<file path="src/dbf_pkg.sv">
// ----------------------------------------------------------------------------
// dbf_pkg: shared types and constants for the digest bloom filter
// Beat payload structs, operation and register codes, fixed field widths.
// ----------------------------------------------------------------------------
package dbf_pkg;

	localparam int OP_W       = 2;
	localparam int PCOUNT_W   = 4;
	localparam int IBITS_W    = 5;
	localparam int CFG_IDX_W  = 2;
	localparam int CFG_DATA_W = 5;
	localparam int NEW_W      = 4;
	localparam int SET_W      = 21;
	localparam int CNT_W      = 32;
	localparam int DIG_WORD_W = 64;
	localparam int DIG_IN_W   = 4 * DIG_WORD_W;
	localparam int IBITS_MIN  = 3;

	localparam logic [OP_W-1:0] OP_QUERY    = 2'd0;
	localparam logic [OP_W-1:0] OP_ADD      = 2'd1;
	localparam logic [OP_W-1:0] OP_TEST_ADD = 2'd2;

	localparam logic [CFG_IDX_W-1:0] CFG_PROBE_COUNT = 2'd0;
	localparam logic [CFG_IDX_W-1:0] CFG_INDEX_BITS  = 2'd1;

	localparam logic [PCOUNT_W-1:0] PCOUNT_RESET = 4'd1;
	localparam logic [IBITS_W-1:0]  IBITS_RESET  = 5'd20;

	typedef struct packed {
		logic [OP_W-1:0]       operation;
		logic [DIG_WORD_W-1:0] digest_w0;
		logic [DIG_WORD_W-1:0] digest_w1;
		logic [DIG_WORD_W-1:0] digest_w2;
		logic [DIG_WORD_W-1:0] digest_w3;
	} dbf_in_t;

	typedef struct packed {
		logic             present;
		logic [NEW_W-1:0] new_bits;
		logic             was_unique;
		logic             was_aliased;
		logic [SET_W-1:0] set_bit_total;
		logic [CNT_W-1:0] add_total;
		logic [CNT_W-1:0] unique_total;
		logic [CNT_W-1:0] aliased_total;
		logic [CNT_W-1:0] lookup_total;
	} dbf_out_t;

	typedef struct packed {
		logic [SET_W-1:0] set_bit_total;
		logic [CNT_W-1:0] add_total;
		logic [CNT_W-1:0] unique_total;
		logic [CNT_W-1:0] aliased_total;
		logic [CNT_W-1:0] lookup_total;
	} dbf_totals_t;

	typedef struct packed {
		logic bit_set;
		logic item_done;
		logic do_add;
		logic uniq;
		logic aliased;
		logic lookup;
	} dbf_stat_upd_t;

endpackage

</file>
<file path="src/dbf_stats.sv">
// ----------------------------------------------------------------------------
// dbf_stats: saturating statistics counters
// Set-bit count plus add, unique, aliased and lookup totals.
// ----------------------------------------------------------------------------
module dbf_stats (
	input  logic                  clk,
	input  logic                  arst_n,
	input  dbf_pkg::dbf_stat_upd_t upd,
	output dbf_pkg::dbf_totals_t   totals
);
	import dbf_pkg::*;

	logic [SET_W-1:0] set_q;
	logic [CNT_W-1:0] add_q;
	logic [CNT_W-1:0] uniq_q;
	logic [CNT_W-1:0] alias_q;
	logic [CNT_W-1:0] look_q;

	always_ff @(posedge clk or negedge arst_n) begin
		if (!arst_n) begin
			set_q   <= '0;
			add_q   <= '0;
			uniq_q  <= '0;
			alias_q <= '0;
			look_q  <= '0;
		end else begin
			if (upd.bit_set && set_q != '1) begin
				set_q <= set_q + 1'b1;
			end
			if (upd.item_done) begin
				if (upd.do_add && add_q != '1) begin
					add_q <= add_q + 1'b1;
				end
				if (upd.uniq && uniq_q != '1) begin
					uniq_q <= uniq_q + 1'b1;
				end
				if (upd.aliased && alias_q != '1) begin
					alias_q <= alias_q + 1'b1;
				end
				if (upd.lookup && look_q != '1) begin
					look_q <= look_q + 1'b1;
				end
			end
		end
	end

	assign totals.set_bit_total = set_q;
	assign totals.add_total     = add_q;
	assign totals.unique_total  = uniq_q;
	assign totals.aliased_total = alias_q;
	assign totals.lookup_total  = look_q;

endmodule

</file>
<file path="config.mk">
export PLATFORM = sky130hd
export DESIGN_NAME = dbf_stats
export DESIGN_NICKNAME = d
export VERILOG_FILES = /design/src/dbf_pkg.sv /design/src/dbf_stats.sv
export SDC_FILE = /design/constraint.sdc
export NUM_CORES = 1
export LEC_CHECK = 0
export BUFFER_PORTS_ARGS = -buffer_cell sky130_fd_sc_hd__buf_2
export CAP_MARGIN = 20
export CORE_MARGIN = 8
export CORE_UTILIZATION = 32
export CTS_CLUSTER_SIZE = 12
export DETAILED_ROUTE_END_ITERATION = 10
export PLACE_DENSITY = 0.59
export SETUP_SLACK_MARGIN = 0.5
export SLEW_MARGIN = 20
export SYNTH_ARGS = -nofsm -noshare
export SYNTH_HDL_FRONTEND = slang
export SYNTH_SLANG_ARGS = --single-unit
</file>
<file path="constraint.sdc">
create_clock -name clk -period 2.3 [get_ports clk]
set_clock_uncertainty 0.1 [all_clocks]
set_input_delay 0.345 -clock clk [delete_from_list [all_inputs] [get_ports clk]]
set_output_delay 0.345 -clock clk [all_outputs]
set_load 0.005 [all_outputs]
</file>
==> run metrics <==
Starting Density=32.3%; Clock Root Buffer=clkbuf_16; global-route wire length before repair=35500 um; vias in the first global route=6762; Worst Path Required=2.51 ns; DR vias=6753; Cell variety after synth=46; Cells after Synth=683; Max Cap Viol=0; Post-synth ARST share=100%; total grt overflow=0; clock buffer depth=2; Synth Warn #=0; Final setup viols=0; WS Path Type=flop to flop; worst hold stages=3; IO Pins=157; die width=166 um; Slew @ Worst Pin=0.491 ns; initial DRC count=447; die area=27600 um^2; Leak=5.61 nW; Vias/cell=5.10; max_slew headroom=67.1%; gpl congestion=0.840; Port Buffers=156; startpoint types=flop; Crit path max-delay family=simple AND/OR/NAND/NOR gates; period utilization=87.3%; ANT cells=0; Worst Path Max Fanout=4; Worst R2R Path Depth=5; top cell type's share of synthesized area=51.7%; final non-filler cell area=11700 um^2; Mapped Nets=696; critical path's slowest cell=or4_4; Power Total=8.00 mW; total core area=22400 um^2; worst skew pair latency=0.42 ns; Placed Area=9200 um^2; hold path endpoint=alias_q[2]; origin of the critical flop-to-flop path=set_q[17]; DR WL/cell=17.2 um; Die Ht=166 um; CP Capture Type=flop; Slew Viols, Final=0; largest net degree at the start of global routing=48; Syn-to-layout area delta=61.5%; Cell Rows=55; worst min path class=input port to flop; internal reg-to-reg setup slack=0.29 ns; Post-synth EDFFs=0; CP Cell Sequence=nand2_2, or3_4, or4_4, nand2_4, mux2_4; Post-Route WL=22900 um; leading area contributor after synthesis=dfrtp_1; Max Clock Freq=498 MHz; Max VDD drop=0.405 mV; R2R Path End=set_q[1]; largest cells by area after synthesis=dfrtp_1 52%, xnor2_1 9.5%, xor2_1 7.2%; status=finished clean; setup TNS=0 ns; Antenna Nets Post-Route=0; initial antenna violation count=0; Min Clock Period, post-route=2.01 ns; total track usage=15.8%; Worst-path clk slew=0.07 ns; H-Tree Depth=4; PwrDens=687 nW/um^2; post-synthesis sequential area ratio=51.7%; Avg Cell Area, Syn=10.6 um^2; DRC=0; CP arrival=2.22 ns; # nets final=1040; RSZ-0062 raised after global routing=yes; Pre-antenna DRT Iters=4; CTS tree=built; mapped cell area=7210 um^2; clock sinks=149; CP peak stage delay=0.48 ns; worst hold start=upd[1]; FF+latch count, synth=149; hpwl dp=15000 um; critical path buffer and inverter count=0; Main synth FF type=dfrtp_1; share of cells above drive strength 1=52.6%; TritonCTS buffer count=17; Final Hold Viols=0; final core occ=52.1%
## power breakdown
group,leakage (nW),internal (mW),total (mW),switching (mW)
sequential,1.97,2.91,3.27,0.361
clock,0.311,1.90,3.11,1.20
combinational,3.32,0.850,1.63,0.778
total,5.61,5.66,8.00,2.34
## per-stage QoR
stage,setup WS (ns),cells,hold slack [ns]
after floorplan,0.254,683,-0.0506
after global placement,0.0658,1158,0.206
after detailed placement,0.0232,1158,0.207
after CTS,0.318,1289,0.142
after global routing,0.271,1325,0.156
final,0.291,1325,0.168
## layout by cell type (no fill, tap or decap), types with 6 or more instances in the layout
cell type  instances
buf_2            155
buf_4            151
dfrtp_1          133
nand4_1           72
xnor2_1           70
xor2_1            59
nand2_1           39
nand3_1           26
nor2_1            24
and3_1            21
buf_6             21
clkbuf_16         17
nor3_4            16
dfrtp_2           16
nand3_2           15
nor2_4            14
nor3_2            11
nor4_4            10
inv_1             10
nand2_2           10
nand3_4            9
buf_12             9
xnor2_2            8
and4_1             7
and4_4             7
nor3_1             6
and2_1             6
## cell usage after synthesis, drive strengths merged (5+ instances only)
cell type    n
nor3        33
a31oi        7
nand3       50
buf          6
nand4       72
xnor2       78
and4        16
dfrtp      149
xor2        59
nand2       51
nor2        43
inv         11
nor4        16
and3        27
and2         8
or3          5
clkbuf       8
ha           5
mux2         5
## how the worst max path moves through the flow
| stage | start | to | cells past startpoint |
|---|---|---|---|
| 3_3_place_gp | look_q[24] | look_q[29] | 5 |
| 2_1_floorplan | look_q[22] | look_q[29] | 5 |
| 3_5_place_dp | look_q[24] | look_q[29] | 5 |
| 5_1_grt | set_q[17] | set_q[1] | 5 |
| 6_report | set_q[17] | set_q[1] | 5 |
| 4_1_cts | look_q[14] | look_q[29] | 6 |
## kinds of logic after synthesis
family | Yosys count | synth area share, %
multiplexers | 5 | 0.780
AND/OR/NAND/NOR | 337 | 25.7
XOR/XNOR | 137 | 16.6
AO/OA/AOI/OAI | 25 | 2.95
buffers and inverters | 25 | 1.39
flip-flops | 149 | 51.7
adder cells (fa/ha/maj) | 5 | 0.867
## layer usage
metal / vias up / GRT usage [%] / share of wire [%]
met1: 3398 / 19.8 / 45
met2: 166 / 25.2 / 49
met4: 0 / 5.38 / 0.79
met5: - / 0 / 0
li1: 3171 / - / -
met3: 18 / 5.06 / 5.4
## registers in the layout, summed over array words and instances, names as in the netlist
signal	flops
set_q	21
add_q	32
alias_q	32
uniq_q	32
look_q	32
## repair_timing
action                                  in CTS  in global routing
hold buffers                                 1                  0
pin swaps                                   65                 75
setup buffers                               94                 36
endpoints found under the setup margin     133                138
gates cloned                                 4                  0
resized for setup                           82                 77
hold endpoints to repair                    42                  0
## worst min-delay path: cells and delay by family
family | cells | cell delay [ns]
buffers and inverters | 1 | 0.09
AO/OA/AOI/OAI | 2 | 0.21
## cell type report
class,count,area (um^2)
clock buffer,20,457
fill,1955,10700
clock inverter,12,193
multi-input combinational,510,4490
inverter,11,41.3
sequential,149,3750
timing repair buffer,338,2360
tap,285,357
(Power assumes the default switching activity.)
